===== src/cpu_alu_pkg.sv =====
`timescale 1ns / 1ps
`default_nettype none
// ----------------------------------------------------------------------------
// cpu_alu_pkg
// Shared types and operation codes for the 8/16-bit CPU ALU with flags.
// ----------------------------------------------------------------------------
package cpu_alu_pkg;

  typedef enum logic [4:0] {
    OP_ADD    = 5'd0,
    OP_ADC    = 5'd1,
    OP_SUB    = 5'd2,
    OP_SBC    = 5'd3,
    OP_AND    = 5'd4,
    OP_XOR    = 5'd5,
    OP_OR     = 5'd6,
    OP_CP     = 5'd7,
    OP_INC    = 5'd8,
    OP_DEC    = 5'd9,
    OP_RLC    = 5'd10,
    OP_RRC    = 5'd11,
    OP_RL     = 5'd12,
    OP_RR     = 5'd13,
    OP_SLA    = 5'd14,
    OP_SRA    = 5'd15,
    OP_SRL    = 5'd16,
    OP_SWAP   = 5'd17,
    OP_DAA    = 5'd18,
    OP_CPL    = 5'd19,
    OP_SCF    = 5'd20,
    OP_CCF    = 5'd21,
    OP_BIT    = 5'd22,
    OP_SET    = 5'd23,
    OP_RES    = 5'd24,
    OP_ADD16  = 5'd25,
    OP_ADDSP  = 5'd26,
    OP_INC16  = 5'd27,
    OP_DEC16  = 5'd28
  } alu_op_t;

  localparam logic [7:0] DAA_LO_ADJ  = 8'h06;
  localparam logic [7:0] DAA_HI_ADJ  = 8'h60;
  localparam logic [7:0] DAA_HI_LIM  = 8'h99;
  localparam logic [3:0] DAA_LO_LIM  = 4'h9;

  typedef struct packed {
    logic [4:0]  op;
    logic [15:0] operand_a;
    logic [15:0] operand_b;
    logic        zero_in;
    logic        subtract_in;
    logic        half_in;
    logic        carry_in;
  } alu_in_t;

  typedef struct packed {
    logic [15:0] result;
    logic        zero_out;
    logic        subtract_out;
    logic        half_out;
    logic        carry_out;
  } alu_out_t;

endpackage
`default_nettype wire


===== src/cpu_alu_with_flags.sv =====
`timescale 1ns / 1ps
`default_nettype none
// ----------------------------------------------------------------------------
// cpu_alu_with_flags
// Handheld-console CPU ALU: 8-bit arithmetic, logic, rotate, shift, bit and
// daa operations, plus 16-bit add, signed-offset add, inc and dec, with the
// four flags Z, N, H and C.
// ----------------------------------------------------------------------------
// One operation is taken per clock: busy stays low, so every cycle with start
// high accepts a beat. The beat is captured in an input register, evaluated
// by single-pass combinational logic and captured in the result register, so
// its result appears with done high once it has passed both registers, and
// is shown for one cycle only; the receiver must take it then. Results come
// out in acceptance order, one per accepted beat.
// ----------------------------------------------------------------------------
module cpu_alu_with_flags (
  input  wire                   clk,
  input  wire                   rst,
  input  wire                   start,
  output logic                  busy,
  input  wire cpu_alu_pkg::alu_in_t operation,
  output logic                  done,
  output cpu_alu_pkg::alu_out_t outcome
);

  logic                  in_valid;
  cpu_alu_pkg::alu_in_t  in_q;
  cpu_alu_pkg::alu_out_t outcome_next;

  logic [7:0]  a8;
  logic [7:0]  b8;
  logic [15:0] aw;
  logic [15:0] bw;
  logic        cin;
  logic [8:0]  sum9;
  logic [4:0]  sum_lo;
  logic [8:0]  diff9;
  logic [4:0]  diff_lo;
  logic [7:0]  inc8;
  logic [7:0]  dec8;
  logic [16:0] sum17;
  logic [12:0] sum12;
  logic        daa_hi;
  logic        daa_lo;
  logic [7:0]  daa_adj;
  logic [15:0] r;
  logic        z;
  logic        n;
  logic        h;
  logic        c;
  logic        setz;

  assign busy = 1'b0;

  always_ff @(posedge clk) begin
    if (rst) begin
      in_valid <= 1'b0;
      done     <= 1'b0;
    end else begin
      in_valid <= start & ~busy;
      done     <= in_valid;
    end
    if (start & ~busy) begin
      in_q <= operation;
    end
    outcome <= outcome_next;
  end

  assign aw      = in_q.operand_a;
  assign bw      = in_q.operand_b;
  assign a8      = aw[7:0];
  assign b8      = bw[7:0];
  assign cin     = (in_q.op == cpu_alu_pkg::OP_ADC || in_q.op == cpu_alu_pkg::OP_SBC)
                   & in_q.carry_in;
  assign sum9    = {1'b0, a8} + {1'b0, b8} + {8'd0, cin};
  assign sum_lo  = {1'b0, a8[3:0]} + {1'b0, b8[3:0]} + {4'd0, cin};
  assign diff9   = {1'b0, a8} - {1'b0, b8} - {8'd0, cin};
  assign diff_lo = {1'b0, a8[3:0]} - {1'b0, b8[3:0]} - {4'd0, cin};
  assign inc8    = a8 + 8'd1;
  assign dec8    = a8 - 8'd1;
  assign sum17   = {1'b0, aw} + {1'b0, bw};
  assign sum12   = {1'b0, aw[11:0]} + {1'b0, bw[11:0]};

  // daa adjust, decided on the original accumulator
  always_comb begin
    if (in_q.subtract_in) begin
      daa_hi = in_q.carry_in;
      daa_lo = in_q.half_in;
    end else begin
      daa_hi = in_q.carry_in | (a8 > cpu_alu_pkg::DAA_HI_LIM);
      daa_lo = in_q.half_in | (a8[3:0] > cpu_alu_pkg::DAA_LO_LIM);
    end
    daa_adj = (daa_hi ? cpu_alu_pkg::DAA_HI_ADJ : 8'h00)
            | (daa_lo ? cpu_alu_pkg::DAA_LO_ADJ : 8'h00);
  end

  always_comb begin
    r    = aw;
    z    = in_q.zero_in;
    n    = in_q.subtract_in;
    h    = in_q.half_in;
    c    = in_q.carry_in;
    setz = 1'b0;
    case (cpu_alu_pkg::alu_op_t'(in_q.op))
      cpu_alu_pkg::OP_ADD, cpu_alu_pkg::OP_ADC: begin
        r = {8'd0, sum9[7:0]}; h = sum_lo[4]; c = sum9[8]; n = 1'b0; setz = 1'b1;
      end
      cpu_alu_pkg::OP_SUB, cpu_alu_pkg::OP_SBC: begin
        r = {8'd0, diff9[7:0]}; h = diff_lo[4]; c = diff9[8]; n = 1'b1; setz = 1'b1;
      end
      cpu_alu_pkg::OP_CP: begin
        r = {8'd0, a8}; h = diff_lo[4]; c = diff9[8]; n = 1'b1;
        z = (diff9[7:0] == 8'd0);
      end
      cpu_alu_pkg::OP_AND: begin
        r = {8'd0, a8 & b8}; n = 1'b0; h = 1'b1; c = 1'b0; setz = 1'b1;
      end
      cpu_alu_pkg::OP_XOR: begin
        r = {8'd0, a8 ^ b8}; n = 1'b0; h = 1'b0; c = 1'b0; setz = 1'b1;
      end
      cpu_alu_pkg::OP_OR: begin
        r = {8'd0, a8 | b8}; n = 1'b0; h = 1'b0; c = 1'b0; setz = 1'b1;
      end
      cpu_alu_pkg::OP_INC: begin
        r = {8'd0, inc8}; n = 1'b0; h = (inc8[3:0] == 4'h0); setz = 1'b1;
      end
      cpu_alu_pkg::OP_DEC: begin
        r = {8'd0, dec8}; n = 1'b1; h = (dec8[3:0] == 4'hF); setz = 1'b1;
      end
      cpu_alu_pkg::OP_RLC: begin
        r = {8'd0, a8[6:0], a8[7]}; c = a8[7]; n = 1'b0; h = 1'b0; setz = 1'b1;
      end
      cpu_alu_pkg::OP_RRC: begin
        r = {8'd0, a8[0], a8[7:1]}; c = a8[0]; n = 1'b0; h = 1'b0; setz = 1'b1;
      end
      cpu_alu_pkg::OP_RL: begin
        r = {8'd0, a8[6:0], in_q.carry_in}; c = a8[7]; n = 1'b0; h = 1'b0; setz = 1'b1;
      end
      cpu_alu_pkg::OP_RR: begin
        r = {8'd0, in_q.carry_in, a8[7:1]}; c = a8[0]; n = 1'b0; h = 1'b0; setz = 1'b1;
      end
      cpu_alu_pkg::OP_SLA: begin
        r = {8'd0, a8[6:0], 1'b0}; c = a8[7]; n = 1'b0; h = 1'b0; setz = 1'b1;
      end
      cpu_alu_pkg::OP_SRA: begin
        r = {8'd0, a8[7], a8[7:1]}; c = a8[0]; n = 1'b0; h = 1'b0; setz = 1'b1;
      end
      cpu_alu_pkg::OP_SRL: begin
        r = {8'd0, 1'b0, a8[7:1]}; c = a8[0]; n = 1'b0; h = 1'b0; setz = 1'b1;
      end
      cpu_alu_pkg::OP_SWAP: begin
        r = {8'd0, a8[3:0], a8[7:4]}; n = 1'b0; h = 1'b0; c = 1'b0; setz = 1'b1;
      end
      cpu_alu_pkg::OP_DAA: begin
        if (in_q.subtract_in) begin
          r = {8'd0, a8 - daa_adj};
        end else begin
          r = {8'd0, a8 + daa_adj};
          c = daa_hi;
        end
        h = 1'b0; setz = 1'b1;
      end
      cpu_alu_pkg::OP_CPL: begin
        r = {8'd0, ~a8}; n = 1'b1; h = 1'b1;
      end
      cpu_alu_pkg::OP_SCF: begin
        r = {8'd0, a8}; n = 1'b0; h = 1'b0; c = 1'b1;
      end
      cpu_alu_pkg::OP_CCF: begin
        r = {8'd0, a8}; n = 1'b0; h = 1'b0; c = ~in_q.carry_in;
      end
      cpu_alu_pkg::OP_BIT: begin
        r = {8'd0, a8}; z = ((a8 & b8) == 8'd0); n = 1'b0; h = 1'b1;
      end
      cpu_alu_pkg::OP_SET: begin
        r = {8'd0, a8 | b8};
      end
      cpu_alu_pkg::OP_RES: begin
        r = {8'd0, a8 & ~b8};
      end
      cpu_alu_pkg::OP_ADD16: begin
        r = sum17[15:0]; h = sum12[12]; c = sum17[16]; n = 1'b0;
      end
      cpu_alu_pkg::OP_ADDSP: begin
        r = aw + {{8{b8[7]}}, b8}; h = sum_lo[4]; c = sum9[8]; z = 1'b0; n = 1'b0;
      end
      cpu_alu_pkg::OP_INC16: begin
        r = aw + 16'd1;
      end
      cpu_alu_pkg::OP_DEC16: begin
        r = aw - 16'd1;
      end
      default: begin
        r = aw;
      end
    endcase
    if (setz) begin
      z = (r == 16'd0);
    end
    outcome_next.result       = r;
    outcome_next.zero_out     = z;
    outcome_next.subtract_out = n;
    outcome_next.half_out     = h;
    outcome_next.carry_out    = c;
  end

endmodule
`default_nettype wire


===== config.mk =====
export PLATFORM = sky130hd
export DESIGN_NAME = cpu_alu_with_flags
export DESIGN_NICKNAME = d
export VERILOG_FILES = /design/src/cpu_alu_pkg.sv /design/src/cpu_alu_with_flags.sv
export SDC_FILE = /design/constraint.sdc
export NUM_CORES = 1
export LEC_CHECK = 0
export BUFFER_PORTS_ARGS = -buffer_cell sky130_fd_sc_hd__buf_2
export CAP_MARGIN = 30
export CELL_PAD_IN_SITES_DETAIL_PLACEMENT = 1
export CELL_PAD_IN_SITES_GLOBAL_PLACEMENT = 2
export CORE_MARGIN = 4
export CORE_UTILIZATION = 23
export DETAILED_ROUTE_END_ITERATION = 10
export PLACE_DENSITY = 0.62
export SLEW_MARGIN = 20
export SYNTH_ARGS = -nofsm -noshare
export SYNTH_HDL_FRONTEND = slang
export SYNTH_SLANG_ARGS = --single-unit
export TNS_END_PERCENT = 30

===== constraint.sdc =====
create_clock -name clk -period 10.5 [get_ports clk]
set_input_delay 2.1 -clock clk [delete_from_list [all_inputs] [get_ports clk]]
set_output_delay 2.1 -clock clk [all_outputs]
set_load 0.1 [all_outputs]

==> results of run 1 <==
-- cells in the mapped netlist, types with 13 or more instances --
library cell and instances:
sky130_fd_sc_hd__ha_1 75, sky130_fd_sc_hd__nand2_1 62, sky130_fd_sc_hd__a21oi_1 61, sky130_fd_sc_hd__o21ai_0 57, sky130_fd_sc_hd__nor2_1 51, sky130_fd_sc_hd__edfxtp_1 41, sky130_fd_sc_hd__inv_1 37, sky130_fd_sc_hd__xnor2_1 27
sky130_fd_sc_hd__nor3_1 25, sky130_fd_sc_hd__nand3_1 24, sky130_fd_sc_hd__dfxtp_1 22, sky130_fd_sc_hd__clkbuf_1 14, sky130_fd_sc_hd__nor2b_1 13
-- metal layers --
| metal | vias up | GRT usage (%) | routed length (µm) |
|---|---|---|---|
| met1 | 3021 | 25.18 | 13090 |
| met3 | 60 | 3.418 | 1655 |
| met2 | 221 | 28.03 | 12300 |
| met5 | - | 0 | 0 |
| li1 | 2968 | - | - |
| met4 | 0 | 6.939 | 925 |
-- registers in the layout, summed over array words and instances, names as in the netlist --
| signal | flops |
|---|---|
| aw | 16 |
| bw | 16 |
| done | 1 |
| in_q | 9 |
| in_valid | 1 |
| outcome | 20 |
-- kinds of logic after synthesis --
logic type               Yosys count  share of synthesized area (%)
buffers and inverters             78                          5.554
other                              1                        0.05841
flip-flops                        63                          26.04
adder cells (fa/ha/maj)           81                          16.49
AND/OR/NAND/NOR                  239                          18.71
multiplexers                       5                         0.7991
AO/OA/AOI/OAI                    258                          27.03
XOR/XNOR                          39                          5.321
-- area by class of cell --
type	count	area [µm²]	area share, %
well taps	372	465.4	6.263
inverters	39	146.4	1.970
repair buffers	83	466.7	6.279
clock inverters	7	47.55	0.6397
flip-flops and latches	63	1672	22.49
multi-input cells	623	4409	59.33
clock buffers	9	225.2	3.030
-- worst paths after layout --
| check | start | end | slack, ps |
|---|---|---|---|
| max | aw[1] | outcome[3] | 5610 |
| min | in_valid | done | 440 |
| max reg2reg | aw[1] | outcome[3] | 5610 |
| min reg2reg | in_valid | done | 440 |
-- critical path, cell delays in order (launching register included) --
cell	delay [ps]
sky130_fd_sc_hd__edfxtp_1	370
sky130_fd_sc_hd__buf_4	240
sky130_fd_sc_hd__inv_1	450
sky130_fd_sc_hd__ha_1	410
sky130_fd_sc_hd__nor2_1	80
sky130_fd_sc_hd__o211ai_1	200
sky130_fd_sc_hd__nor2b_1	290
sky130_fd_sc_hd__inv_1	140
sky130_fd_sc_hd__ha_1	380
sky130_fd_sc_hd__o21ai_0	290
sky130_fd_sc_hd__a211oi_1	170
sky130_fd_sc_hd__xnor2_1	430
sky130_fd_sc_hd__o22ai_1	170
sky130_fd_sc_hd__o32a_1	370
sky130_fd_sc_hd__or4_1	550
sky130_fd_sc_hd__o41ai_2	200
-- metrics by stage --
step	instances	hold slack [ps]	util (%)	total power, W
6_report	1196	444.5	27.35	0.001183
2_1_floorplan	764	413.8	-	0.0007249
3_5_place_dp	1179	437.5	26.28	0.0008837
4_1_cts	1195	450.1	27.28	0.001191
3_3_place_gp	1179	418.1	26.28	0.0008851
5_1_grt	1196	474.7	27.35	0.001249
-- power by group through the flow --
stage | combinational, W | sequential (W) | clock [W]
after floorplan | 0.000293 | 0.000432 | 0
after global placement | 0.000564 | 0.000321 | 0
after global routing | 0.000613 | 0.000318 | 0.000317
after detailed placement | 0.000563 | 0.000321 | 0
final | 0.000571 | 0.000315 | 0.000297
after CTS | 0.000566 | 0.000315 | 0.000309
==> results summary, run 1 <==
The netlist uses 81 different library cells. The fraction of power consumed by sequential logic is 26.6%. The final period utilization came out at 46.53%.

The horizontal die dimension is 175.1 µm. The count of antenna diodes in the layout came out at 0. The via count of the first global-routing pass is 6443. In this run, the combinational gates consume 48.3% of the power. The number of routed nets with antenna violations is 0.

The CTS clock-pin slew for the worst setup and hold paths is 80 ps. The routed length per instance came out at 23.39 µm. The dominant register cell in the synthesized netlist is sky130_fd_sc_hd__edfxtp_1. For the worst setup path, the data required time is 10760 ps. The maximum fanout encountered on the critical timing path is 20.

The die is 175.1 µm tall. The max-slew violation count is 0. The path category of the worst min-delay check is reg -> reg. Yosys mapped a number of flops with a built-in enable equal to 41. Synthesis produced a netlist with a net count of 889. After routing the design area is 7432 µm². The synthesized instance count is 764. The fraction of post-synthesis cell area in the top cell type by area is 19.18%. Global routing used 18.17% of the available tracks across all layers.

After detailed routing, the number of remaining DRC violations is 0. Summed over all nets, the switching power comes to 0.0005584 W. The leftover overflow at the end of global routing is 0. The worst slew slack as a fraction of its limit is 38.76%.

The die outline area came out at 30650 µm². The insertion delay to the later sink of the worst-skew pair came out at 360 ps. The I/O pin total is 66. The hold path depth is 1. The number of failing setup endpoints in the final timing report is 0. The total count of hold-check failures in the final report came to 0. The tool flagged a number of max-cap violations equal to 0. The initial utilization of the core area, before any placement, comes to 23.62%. The part of the power in the clock network came out at 25.1%.

The number of gates resized after CTS came out at 0. The arrival time at the worst endpoint is 5150 ps. TritonCTS built the clock tree. The number of CTS-inserted buffers came out at 9. The worst setup slack after placement came out at 5755 ps.

The average footprint of a synthesized cell came out at 8.403 µm². The power per cell area came out at 159.1 nW/µm². Relative to the synthesized area, the layout overhead comes to 15.77%. The placeable core region is 27180 µm². The placement row count is 60. During synthesis, Yosys emitted a total of 0 warnings.

The worst setup path is launched from a flip-flop. The average via count per standard cell came out at 5.242. The nature of the critical path endpoint is a flip-flop. The largest net degree at the start of global routing came out at 43.

The library cells used most frequently in the layout, excluding fill and tap cells, are sky130_fd_sc_hd__ha_1 (75), sky130_fd_sc_hd__buf_2 (64), sky130_fd_sc_hd__nand2_1 (62). The accumulated negative setup slack is 0 ps. The measured slew at the worst slew-check pin is 915.2 ps. The last weighted congestion value of the routability-driven placer came out at 0.8564. The maximum ir drop on the vdd rail is 74.46 µV. The clock net sink count came out at 63. Leaving out fill and tap cells, the most frequent cell in the layout is sky130_fd_sc_hd__ha_1.

In this run the cell area of the synthesized design comes to 6420 µm². At the end of the flow, the number of nets in the layout was 944. The cell at the root of the clock tree is sky130_fd_sc_hd__clkbuf_16.

Internal power comes to 0.0006242 W. The run finished with clean final reports. Across the routed clock network, the largest skew measured is 18.78 ps. The H-tree depth is 3.

After filler insertion, the fill cell instance count of the layout stands at 3278. By startpoint and endpoint, the worst setup path is classified as reg -> reg. The number of DRC violations after detailed-routing iteration 0 came out at 548. The routed layout has 6270 vias. The first global-routing pass estimated 42.15 mm of wire. The post-CTS repair timing setup buffer count is 0. The proportion of total power due to net switching came out at 47.22%. The count of TritonRoute iterations in the first routing pass is 5.

By area the synthesized netlist is led by sky130_fd_sc_hd__edfxtp_1 (19%), sky130_fd_sc_hd__ha_1 (15%), sky130_fd_sc_hd__dfxtp_1 (6.9%). Counting cells, the worst reg-to-reg path comes to 15. The number of buffers on the longest clock path came out at 2. The sequential-to-total area share from yosys stat is 26.04%. Summed over all instances, the cell type with the most area after synthesis is sky130_fd_sc_hd__edfxtp_1.

The number of antenna violations at the first check in global routing came out at 0. Setup slack on the critical path of the routed design comes to 5614 ps. The detailed placer's ending HPWL is 21.11 mm.

Of all flip-flops after synthesis, the portion carrying an async set or reset was 0%. The achievable clock frequency came out at 204.7 MHz. The number of hold-repair buffers added at the cts stage came out at 0. The port buffer count is 64. The placed standard-cell area is 7141 µm². The minimum clock period came out at 4886 ps.

Synthesis inferred 63 register bits. Setup repair after global routing left no endpoint under its margin. The static power due to leakage came out at 2.969 nW. For this block, the routed nets add up to 27.98 mm of wire. Cells with a size suffix above 1 make up 14.56% of the layout.
No activity file was read; power rests on OpenSTA's default activity.
==> run 2, diff against run 1 <==
clock period = 4.77 ns   (was 10.5 ns; I/O delays follow)
==> run 2 against run 1 <==
  * Critical path depth decreased by 2
  * Core utilization increased by 0.63 points
  * Register-to-register slack got worse by 5400 ps
  * First-iteration DRC count is 13% lower
  * Via count grew 2.3%
  * Die area did not move
  * Critical path type unchanged
  * Largest power group unchanged
==> results summary, run 2 (synthesis gave the netlist of run 1 again) <==
The number of failing setup endpoints in the final timing report is 0 (unchanged). The achievable clock frequency is 220.0 MHz (+7.5%). The count of antenna diodes in the layout came out at 0 (unchanged). The tree is rooted in a sky130_fd_sc_hd__clkbuf_16. The CTS clock-pin slew for the worst setup and hold paths came out at 70 ps (about the same). The fraction of power consumed by sequential logic came out at 25.4% (-1.2 points). The critical path is of the reg -> reg type. The flow ran to the end, and the final reports show no timing, DRC or antenna violations. The count of TritonRoute iterations in the first routing pass is 5 (unchanged). The fraction of power consumed by combinational cells is 46.5% (-1.8 points). In this run the worst hold path is classified as reg -> reg. The total track usage is 18.38% (+0.21 points). The power per cell area came out at 359.0 nW/µm² (+130%). The worst slew slack as a fraction of its limit is 43.29% (+4.5 points). The arrival time at the worst endpoint is 4790 ps (-360 ps). The total count of hold-check failures in the final report came to 0 (unchanged). The measured slew at the worst slew-check pin is 847.0 ps (-68.14 ps). The number of nets at the end of the flow came out at 959 (+1.6%).

The placeable core region is 27180 µm² (unchanged). The max-cap violation count was 0 (unchanged). The share of final-layout standard cells stronger than drive strength 1 was 15.97% (+1.4 points). The largest net degree at the start of global routing came out at 33 (-23%). The area added between synthesis and finish is 18.44%. The minimum clock period was 4545 ps (-341.3 ps). The number of buffers on the longest clock path is 2 (unchanged).

The maximum fanout encountered on the critical timing path is 9 (-55%). The H-tree depth came out at 3 (unchanged). The initial core utilization is 23.62% (unchanged). The horizontal die dimension came out at 175.1 µm (unchanged). The wire length of the first global-routing pass came out at 42.65 mm (+1.2%). The part of the power in the clock network is 28.1% (+3.0 points). The number of CTS-inserted buffers came out at 9 (unchanged).

The maximum ir drop on the vdd rail came to 178.2 µV (+140%). The insertion delay to the later sink of the worst-skew pair came out at 360 ps (about the same). The static power due to leakage is 3.067 nW (+3.3%). The placement row count was 60 (unchanged). The post-CTS repair timing setup buffer count is 0 (unchanged). The post-route cell area came out at 7604 µm² (+2.3%). The max-slew violation count is 0 (unchanged). The number of flip-flops under the largest register name came out at 20 (unchanged). The detailed placer's ending HPWL came out at 22.35 mm (+5.9%). The last weighted congestion value of the routability-driven placer is 0.8940 (+4.4%). For this design, the slowest cell found on the critical path is sky130_fd_sc_hd__a2111oi_1. The worst endpoint required time came out at 5020 ps (-5740 ps). The accumulated negative setup slack is 0 ps (unchanged). The die outline area was 30650 µm² (unchanged). The switching component of the power came out at 0.001230 W (+120%). The number of hold-repair buffers added at the cts stage is 0 (unchanged). The die span in y was 175.1 µm (unchanged).

The average via count per standard cell came out at 5.298 (+1.1%). The library cells used most frequently in the layout, excluding fill and tap cells, are sky130_fd_sc_hd__ha_1 (75), sky130_fd_sc_hd__buf_2 (64), sky130_fd_sc_hd__nand2_1 (62). The clock tree skew after final layout is 11.33 ps (-7.454 ps). Counting flops per register, the top entry is outcome.

The port buffer count was 64 (unchanged). The total via count after detailed routing is 6416 (+2.3%). The worst setup path is launched from a flip-flop. The critical path goes through nor2_1 -> nand3_1 -> fa_1 -> fa_1 -> nor2_1 -> nor2_1 -> nor2_1 -> xor2_1 -> o2111ai_1 -> a2111oi_1 -> a22oi_1 -> or4_1 -> o41ai_2. The proportion of total power due to net switching came out at 45.05% (-2.2 points). The number of fill cells in the layout came out at 3263 (-0.46%). The final period utilization came to 95.27% (+49 points). The I/O pin total is 66 (unchanged). The number of DRC violations after detailed-routing iteration 0 is 476 (-13%). The most numerous cell type found on the critical path is sky130_fd_sc_hd__nor2_1. The clock net sink count is 63 (unchanged).

The leftover overflow at the end of global routing came out at 0 (unchanged). The library cell used most frequently in the layout, excluding fill and tap cells, is sky130_fd_sc_hd__ha_1. Setup repair after global routing left no endpoint under its margin. The placed standard-cell area was 7273 µm² (+1.9%). The detailed-route wire length came out at 28.23 mm (+0.92%). The total DRC errors in the routed layout came to 0 (unchanged).

STA classifies the critical path endpoint as a flip-flop. The number of antenna violations at the first check in global routing is 0 (unchanged). The biggest cell delay along the critical path came out at 640 ps (+90 ps). The internal power consumption came to 0.001500 W (+140%).

TritonCTS built the clock tree. The final cell count without fillers came out at 1211 (+1.3%). The number of routed nets with antenna violations came out at 0 (unchanged).

The via count of the first global-routing pass came to 6570 (+2.0%). The number of placed instances with taps included was 1195 (+1.4%). The routed length per instance came to 23.31 µm (-0.33%). The number of gates resized after CTS was 0 (unchanged).
## run 2: cell types whose count changed in the layout (fill, tap and decap cells not counted), sizes merged
cell and delta:
bufinv +2, clkinvlp -1, inv +1, clkinv -2, buf +15
## run 2: per-stage QoR
stage	total power [W]	setup slack, ps	utilization, %	hold slack, ps
global route	0.002889	44.96	27.98	473.1
floorplan	0.001596	942.6	-	413.8
CTS	0.002755	360.5	27.98	450.6
detailed placement	0.001963	402.6	26.76	433.5
global placement	0.001963	454.4	26.69	416.5
finish	0.002730	225.4	27.98	440.2
## run 2: worst max-delay path, delay by kind of cell, from the launching register on
kind | cells | cell delay, ps
xor+xnor | 1 | 270
flops | 1 | 520
compound gates | 4 | 1180
simple gates | 6 | 1570
fa+ha+maj | 2 | 900
## run 2: area by class of cell
class                      instances  area (µm²)  area share [%]
multi-input combinational        623        4402           57.89
sequential                        63        1672           21.98
timing repair buffer              98       588.1           7.734
tap                              372       465.4           6.121
clock buffer                       9       225.2           2.962
inverter                          39       146.4           1.925
clock inverter                     7       105.1           1.382
## run 2: power groups by stage
stage | logic [W] | registers (W) | clock network [W]
global route | 0.00137 | 0.000701 | 0.000819
finish | 0.00127 | 0.000692 | 0.000768
CTS | 0.00126 | 0.000694 | 0.000797
floorplan | 0.000645 | 0.000951 | 0
global placement | 0.00126 | 0.000707 | 0
detailed placement | 0.00126 | 0.000706 | 0
## run 2: worst paths after layout
path	startpoint	slack, ps	cells past startpoint	end
worst max-delay path	in_q[39]	230	13	outcome[3]
worst min-delay path	in_valid	440	1	done
worst max register to register	in_q[39]	230	13	outcome[3]
worst min register to register	in_valid	440	1	done
## run 2: layer usage
metal / up-vias / track usage, % / part of all wire (%)
li1: 3014 / - / -
met1: 3179 / 25.36 / 47
met2: 190 / 29.56 / 45
met3: 33 / 3.267 / 5.7
met4: 0 / 5.139 / 2.2
met5: - / 0 / 0
